File: src/hdl/sdf_pkg.sv
`timescale 1ns / 1ps
`default_nettype none

package sdf_pkg;

    localparam int KEY_W       = 32;
    localparam int COUNT_W     = 9;
    localparam int IN_TDATA_W  = 32;
    localparam int OUT_TDATA_W = 48;
    localparam int OUT_PAD_W   = OUT_TDATA_W - KEY_W - COUNT_W;
    localparam int OUT_TUSER_W = 2;

    typedef enum logic [1:0] {
        ST_IDLE,
        ST_SEARCH,
        ST_FINISH
    } state_t;

    typedef struct packed {
        logic [KEY_W-1:0]   key;
        logic               keep;
        logic [COUNT_W-1:0] count;
        logic               last;
        logic               overflow;
    } result_t;

endpackage

`default_nettype wire

File: src/hdl/sdf_outreg.sv
`timescale 1ns / 1ps
`default_nettype none

module sdf_outreg (
    input  wire logic                                 clk,
    input  wire logic                                 rst_n,
    input  wire logic                                 res_valid,
    output      logic                                 res_ready,
    input  wire sdf_pkg::result_t                     res,
    output      logic                                 m_axis_tvalid,
    input  wire logic                                 m_axis_tready,
    output      logic [sdf_pkg::OUT_TDATA_W-1:0]      m_axis_tdata,
    output      logic [sdf_pkg::OUT_TUSER_W-1:0]      m_axis_tuser,
    output      logic                                 m_axis_tlast
);

    logic             valid_reg, valid_next;
    sdf_pkg::result_t data_reg;

    assign res_ready = !valid_reg || m_axis_tready;

    always_comb
    begin
        valid_next = valid_reg;
        if (res_ready)
        begin
            valid_next = res_valid;
        end
    end

    always_ff @(posedge clk or negedge rst_n)
    begin
        if (!rst_n)
        begin
            valid_reg <= 1'b0;
        end
        else
        begin
            valid_reg <= valid_next;
        end
    end

    always_ff @(posedge clk)
    begin
        if (res_ready && res_valid)
        begin
            data_reg <= res;
        end
    end

    assign m_axis_tvalid = valid_reg;
    assign m_axis_tdata  = {{sdf_pkg::OUT_PAD_W{1'b0}}, data_reg.count, data_reg.key};
    assign m_axis_tuser  = {data_reg.overflow, data_reg.keep};
    assign m_axis_tlast  = data_reg.last;

endmodule

`default_nettype wire

File: config.mk
export PLATFORM = sky130hd
export DESIGN_NAME = sdf_outreg
export DESIGN_NICKNAME = d
export VERILOG_FILES = /design/src/hdl/sdf_pkg.sv /design/src/hdl/sdf_outreg.sv
export SDC_FILE = /design/constraint.sdc
export NUM_CORES = 1
export LEC_CHECK = 0
export ABC_AREA = 1
export BUFFER_PORTS_ARGS = -buffer_cell sky130_fd_sc_hd__buf_2
export CORE_MARGIN = 2
export CORE_UTILIZATION = 39
export DETAILED_ROUTE_END_ITERATION = 12
export PLACE_DENSITY = 0.77
export SETUP_SLACK_MARGIN = 0.15
export SLEW_MARGIN = 20
export SYNTH_ARGS = -nofsm -noshare
export SYNTH_HDL_FRONTEND = slang
export SYNTH_SLANG_ARGS = --single-unit
export TNS_END_PERCENT = 100
File: constraint.sdc
create_clock -name clk -period 4.2 [get_ports clk]
set_input_delay 0.42 -clock clk [delete_from_list [all_inputs] [get_ports clk]]
set_output_delay 0.42 -clock clk [all_outputs]
set_load 0.03 [all_outputs]
==> results of run 1 <==
-- worst paths after layout --
| kind | end | slack [ps] | cells past startpoint |
|---|---|---|---|
| min | m_axis_tdata[31]$_DFFE_PP_ | 240 | 1 |
| max reg2reg | m_axis_tdata[18]$_DFFE_PP_ | 2460 | 2 |
| min in group asynchronous | m_axis_tvalid$_DFFE_PN0P_ | 360 | 2 |
| max in group asynchronous | m_axis_tvalid$_DFFE_PN0P_ | 3760 | 2 |
| min reg2reg | m_axis_tvalid$_DFFE_PN0P_ | 600 | 2 |
| max | m_axis_tdata[18]$_DFFE_PP_ | 2460 | 2 |
-- logic make-up (layout without fill, tap and decap cells) --
logic type             after synthesis  count (layout)  synth area share, %
buffers and inverters                9             105                 4.22
flip-flops                          45              45                 94.6
AO/OA/AOI/OAI                        1               1                0.351
other                                1               7                0.264
AND/OR/NAND/NOR                      2               2                0.528
-- cell usage after synthesis --
master,n,area share (%)
edfxtp_1,44,93
nand2_1,2,0.53
inv_1,2,0.53
dfrtp_1,1,1.8
buf_4,7,3.7
a21oi_1,1,0.35
conb_1,1,0.26
-- through the flow --
step | instance area [um^2] | instances | hold slack, ps
final | 2050 | 206 | 243
after CTS | 2050 | 206 | 222
after floorplan | 1450 | 64 | 124
after detailed placement | 1930 | 197 | 200
after global placement | 1930 | 197 | 195
after global routing | 2050 | 206 | 206
-- worst max-delay path: cells and delay by family (launching register included) --
kind | cells | cell delay, ps
AOI/OAI and AO/OA | 1 | 530
buffers and inverters | 1 | 440
DFF | 1 | 440
-- power groups by stage --
stage               logic [W]  registers [W]  clock network, W
floorplan           0.0000236       0.000590                 0
global placement     0.000114       0.000538                 0
detailed placement   0.000117       0.000539                 0
CTS                  0.000118       0.000529          0.000320
global route         0.000124       0.000531          0.000337
finish               0.000117       0.000528          0.000312
-- state kept, by name, summed over array words and instances (netlist names) --
name           cells
m_axis_tvalid      1
m_axis_tuser       2
m_axis_tdata      41
m_axis_tlast       1
-- routing by layer --
metal  vias up  global-route usage, %
met3        11                   6.16
met1       408                   14.1
met5         -                      0
met2        55                   26.4
met4         0                   7.45
li1        406                      -
-- layout make-up --
| class | count | area, um^2 | share of cell area, % |
|---|---|---|---|
| Clock buffer | 5 | 37.5 | 1.83 |
| Clock inverter | 3 | 65.1 | 3.18 |
| Inverter | 2 | 7.51 | 0.367 |
| Multi-Input combinational cell | 10 | 50.0 | 2.44 |
| Sequential cell | 45 | 1350 | 65.8 |
| Tap cell | 46 | 57.6 | 2.81 |
| Timing Repair Buffer | 95 | 483 | 23.6 |
-- repair_timing --
| item | CTS | global route |
|---|---|---|
| hold buffers | 1 | 0 |
| setup buffers | 0 | 0 |
| hold endpoints to repair | 1 | 0 |
==> impl_metrics.env, run 1 <==
export IMPL_status="finished clean"
export IMPL_rsz0062_at_grt="false"
export IMPL_io_buffers=93
export IMPL_pwr_share_clk_pct=32.6
export IMPL_cts_resized=0
export IMPL_required_ps=4220
export IMPL_critPathLaunch="m_axis_tvalid$_DFFE_PN0P_"
export IMPL_r2r_start="m_axis_tvalid$_DFFE_PN0P_"
export IMPL_totalWireLength_mm=2.88
export IMPL_cpPeakStageDelay_ps=530
export IMPL_dp_slack_ps=2340
export IMPL_fill_cells=292
export IMPL_num_vias=880
export IMPL_vdd_drop_max_mv=0.248
export IMPL_p_sw_share_pct=22.7
export IMPL_power_frac_seq_pct=55.2
export IMPL_syn_area_um2=1420
export IMPL_power_density_nw_per_um2=468
export IMPL_io_pins=101
export IMPL_final_min_clock_period_ps=1740
export IMPL_grt_pass1_wl_mm=4.20
export IMPL_layout_common_cells="93 x buf_2, 44 x edfxtp_1, 7 x conb_1"
export IMPL_drtAntennaViolNets=0
export IMPL_ys_warn_count=0
export IMPL_floorplan_die_area_um2=4150
export IMPL_cp_max_fo=26
export IMPL_grt_max_degree=27
export IMPL_die_x_um=64.4
export IMPL_wirelength_met1_um=922
export IMPL_remaining_drc_errors=0
export IMPL_cts_sinks=45
export IMPL_fin_skew_ps=6.85
export IMPL_syn2layout_area_growth_pct=43.9
export IMPL_gp_congestion=0.673
export IMPL_first_global_vias=893
export IMPL_setup_tns_ps=0
export IMPL_clock_fmax_ghz=0.576
export IMPL_tightest_slew_ps=613
export IMPL_crit_path_cell_trace="a21oi_4 -> buf_4"
export IMPL_setup_slack_ps=2460
export IMPL_layout_commonest_cell="buf_2"
export IMPL_netlist_instances=58
export IMPL_insertion_delay_ps=340
export IMPL_worst_slew_margin_rel_pct=59.1
export IMPL_h_tree_depth=2
export IMPL_ys_types=7
export IMPL_clk_pin_slew_ps=120
export IMPL_grt_remaining_overflow=0
export IMPL_first_iter_violations=38
export IMPL_core_um2=3420
export IMPL_grtUsageTotal_pct=14.7
export IMPL_nNetsFinal=207
export IMPL_clockBufferDepth=2
export IMPL_setup_violations=0
export IMPL_hold_path_class="input pin to flop"
export IMPL_leakage_nw=0.901
export IMPL_finalCritPeriodShare_pct=41.3
export IMPL_cts_buffers=5
export IMPL_maxCapViolCount=0
export IMPL_cts_tree="built"
export IMPL_slowest_stage="a21oi_4"
export IMPL_antenna_found_initial=0
export IMPL_ys_seq_area_share_pct=94.6
export IMPL_wl_met3_um=247
export IMPL_ys_ff_latch=45
export IMPL_critPathLaunchType="flop"
export IMPL_p_int_w=0.000740
export IMPL_final_util_pct=59.9
export IMPL_p_total_w=0.000957
export IMPL_top_layer="met4"
export IMPL_combPwrFrac_pct=12.2
export IMPL_slew_viol_final=0
export IMPL_wl_met2_mm=1.61
export IMPL_end_kind="flop"
export IMPL_switchingPower_w=0.000218
export IMPL_crit_type="flop to flop"
export IMPL_initial_core_util_pct=41.6
export IMPL_hp_start="res[43]"
export IMPL_dr_pass1_iters=4
export IMPL_drive_above_1_share_pct=64.4
export IMPL_num_rows=21
export IMPL_worstPathArrival_ps=1760
export IMPL_fp_dieH_um=64.4
export IMPL_avgRoutedWirePerCell_um=14.0
export IMPL_cts_root_buf="clkbuf_4"
export IMPL_antenna_cells=0
export IMPL_via_per_inst=4.27
export IMPL_hold_viol=0
export IMPL_syn_area_per_cell_um2=24.5
Power figures use the tool's default switching activity.
==> run 2, diff against run 1 <==
==> constraint.sdc (replaced) <==
create_clock -name clk -period 1.6 [get_ports clk]
set_input_delay 0.16 -clock clk [delete_from_list [all_inputs] [get_ports clk]]
set_output_delay 0.16 -clock clk [all_outputs]
set_load 0.03 [all_outputs]
==> impl_metrics.env, run 2 (same netlist as run 1, synthesis figures left out) <==
export IMPL_status="finished clean"
export IMPL_combPwrFrac_pct=17.5
export IMPL_nNetsFinal=252
export IMPL_whs_ps=65.2
export IMPL_avgRoutedWirePerCell_um=14.0
export IMPL_cts_buffers=5
export IMPL_r2r_start="m_axis_tvalid$_DFFE_PN0P_"
export IMPL_stdcell_area_um2=2460
export IMPL_min_to="m_axis_tvalid$_DFFE_PN0P_"
export IMPL_core_um2=3420
export IMPL_io_buffers=93
export IMPL_hold_depth=3
export IMPL_setup_violations=0
export IMPL_via_per_inst=4.26
export IMPL_r2r_end="m_axis_tdata[26]$_DFFE_PP_"
export IMPL_grt_remaining_overflow=0
export IMPL_cts_root_buf="clkbuf_4"
export IMPL_critPathLaunchType="flop"
export IMPL_required_ps=1440
export IMPL_first_iter_violations=18
export IMPL_final_min_clock_period_ps=1300
export IMPL_io_pins=101
export IMPL_layout_commonest_cell="buf_2"
export IMPL_cts_sinks=45
export IMPL_end_kind="output pin"
export IMPL_p_sw_share_pct=25.3
export IMPL_totalWireLength_mm=3.52
export IMPL_worstPathArrival_ps=1140
export IMPL_switchingPower_w=0.000579
export IMPL_hp_start="res_valid"
export IMPL_layout_common_cells="93 x buf_2, 45 x dlygate4sd3_1, 44 x edfxtp_1"
export IMPL_hold_path_class="input pin to flop"
export IMPL_largest_register_ffs=41
export IMPL_r2r_cells=2
export IMPL_maxCapViolCount=0
export IMPL_remaining_drc_errors=0
export IMPL_power_frac_seq_pct=60.6
export IMPL_first_global_vias=1195
export IMPL_grt_pass1_wl_mm=5.31
export IMPL_setup_tns_ps=0
export IMPL_h_tree_depth=2
export IMPL_crit_type="flop to output pin"
export IMPL_floorplan_die_area_um2=4150
export IMPL_initial_core_util_pct=41.6
export IMPL_grt_max_degree=24
export IMPL_rsz0062_at_grt="false"
export IMPL_pwr_share_clk_pct=21.8
export IMPL_reg2reg_setup_slack_ps=350
export IMPL_syn2layout_area_growth_pct=72.9
export IMPL_fin_skew_ps=17.8
export IMPL_hold_viol=0
export IMPL_p_int_w=0.00171
export IMPL_num_rows=21
export IMPL_cp_max_fo=3
export IMPL_insertion_delay_ps=340
export IMPL_grtUsageTotal_pct=17.9
export IMPL_antenna_found_initial=0
export IMPL_vdd_drop_max_mv=0.592
export IMPL_num_vias=1070
export IMPL_die_x_um=64.4
export IMPL_power_density_nw_per_um2=931
export IMPL_cts_tree="built"
export IMPL_gp_congestion=0.684
export IMPL_placed_area_um2=1960
export IMPL_post_cts_buffers=0
export IMPL_dr_pass1_iters=4
export IMPL_clock_fmax_ghz=0.770
export IMPL_finalCritPeriodShare_pct=81.1
export IMPL_antenna_cells=0
export IMPL_leakage_nw=1.07
export IMPL_clk_pin_slew_ps=120
export IMPL_slew_viol_final=0
export IMPL_clockBufferDepth=2
export IMPL_drtAntennaViolNets=0
export IMPL_final_util_pct=72.0
export IMPL_fp_dieH_um=64.4
export IMPL_drive_above_1_share_pct=50.2
==> run 2: cell count changes in the layout (fill, tap and decap cells not counted) <==
| cell | delta |
|---|---|
| dlygate4sd3_1 | +44 |
| bufinv_16 | -2 |
| clkbuf_1 | +2 |
| buf_12 | +1 |
| dfrtp_2 | +1 |
| clkinv_4 | +1 |
| clkinv_2 | -1 |
| dfrtp_1 | -1 |
==> run 2: repair_timing <==
item,4_1_cts,5_1_grt
hold buffers,45,0
hold endpoints to repair,45,0
resized for setup,0,0
==> run 2: power by group through the flow <==
stage                     clock, W  sequential, W  combinational [W]
after floorplan                  0        0.00155          0.0000648
after global placement           0        0.00141           0.000306
final                     0.000499        0.00139           0.000402
after global routing      0.000561        0.00140           0.000424
after CTS                 0.000517        0.00139           0.000397
after detailed placement         0        0.00141           0.000313
==> run 2: worst max-delay path, stage by stage, from the launching register on <==
cell and delay, ps:
dfrtp_2 460, nand2_1 120, buf_2 210
==> run 2: how the worst max path moves through the flow <==
stage,startpoint,to,slack [ps],cells after the start
final,m_axis_tvalid$_DFFE_PN0P_,res_ready,300,2
after global routing,m_axis_tvalid$_DFFE_PN0P_,res_ready,270,2
after CTS,m_axis_tvalid$_DFFE_PN0P_,res_ready,330,2
after detailed placement,m_axis_tvalid$_DFFE_PN0P_,m_axis_tdata[19]$_DFFE_PP_,390,2
after global placement,m_axis_tvalid$_DFFE_PN0P_,m_axis_tdata[35]$_DFFE_PP_,420,2
after floorplan,m_axis_tvalid$_DFFE_PN0P_,m_axis_tdata[0]$_DFFE_PP_,-90,1
==> run 2: area by class of cell <==
class,instances,area (um^2)
Clock inverter,1,8.76
Multi-Input combinational cell,10,50.0
Timing Repair Buffer,140,943
Tap cell,46,57.6
Sequential cell,45,1350
Clock buffer,7,45.0
Inverter,2,7.51
Fill cell,226,956
==> run 2: stage by stage <==
stage / total power [W] / setup WS [ps] / instances
floorplan: 0.00161 / -91.2 / 64
global placement: 0.00172 / 423 / 198
detailed placement: 0.00173 / 390 / 198
CTS: 0.00230 / 333 / 251
global route: 0.00238 / 275 / 251
finish: 0.00229 / 302 / 251
==> run 2: metal layers <==
layer | global-route usage [%] | part of all wire, %
met3 | 5.99 | 10
met2 | 32.9 | 53
met1 | 17.4 | 34
met4 | 9.57 | 3.2
met5 | 0 | 0
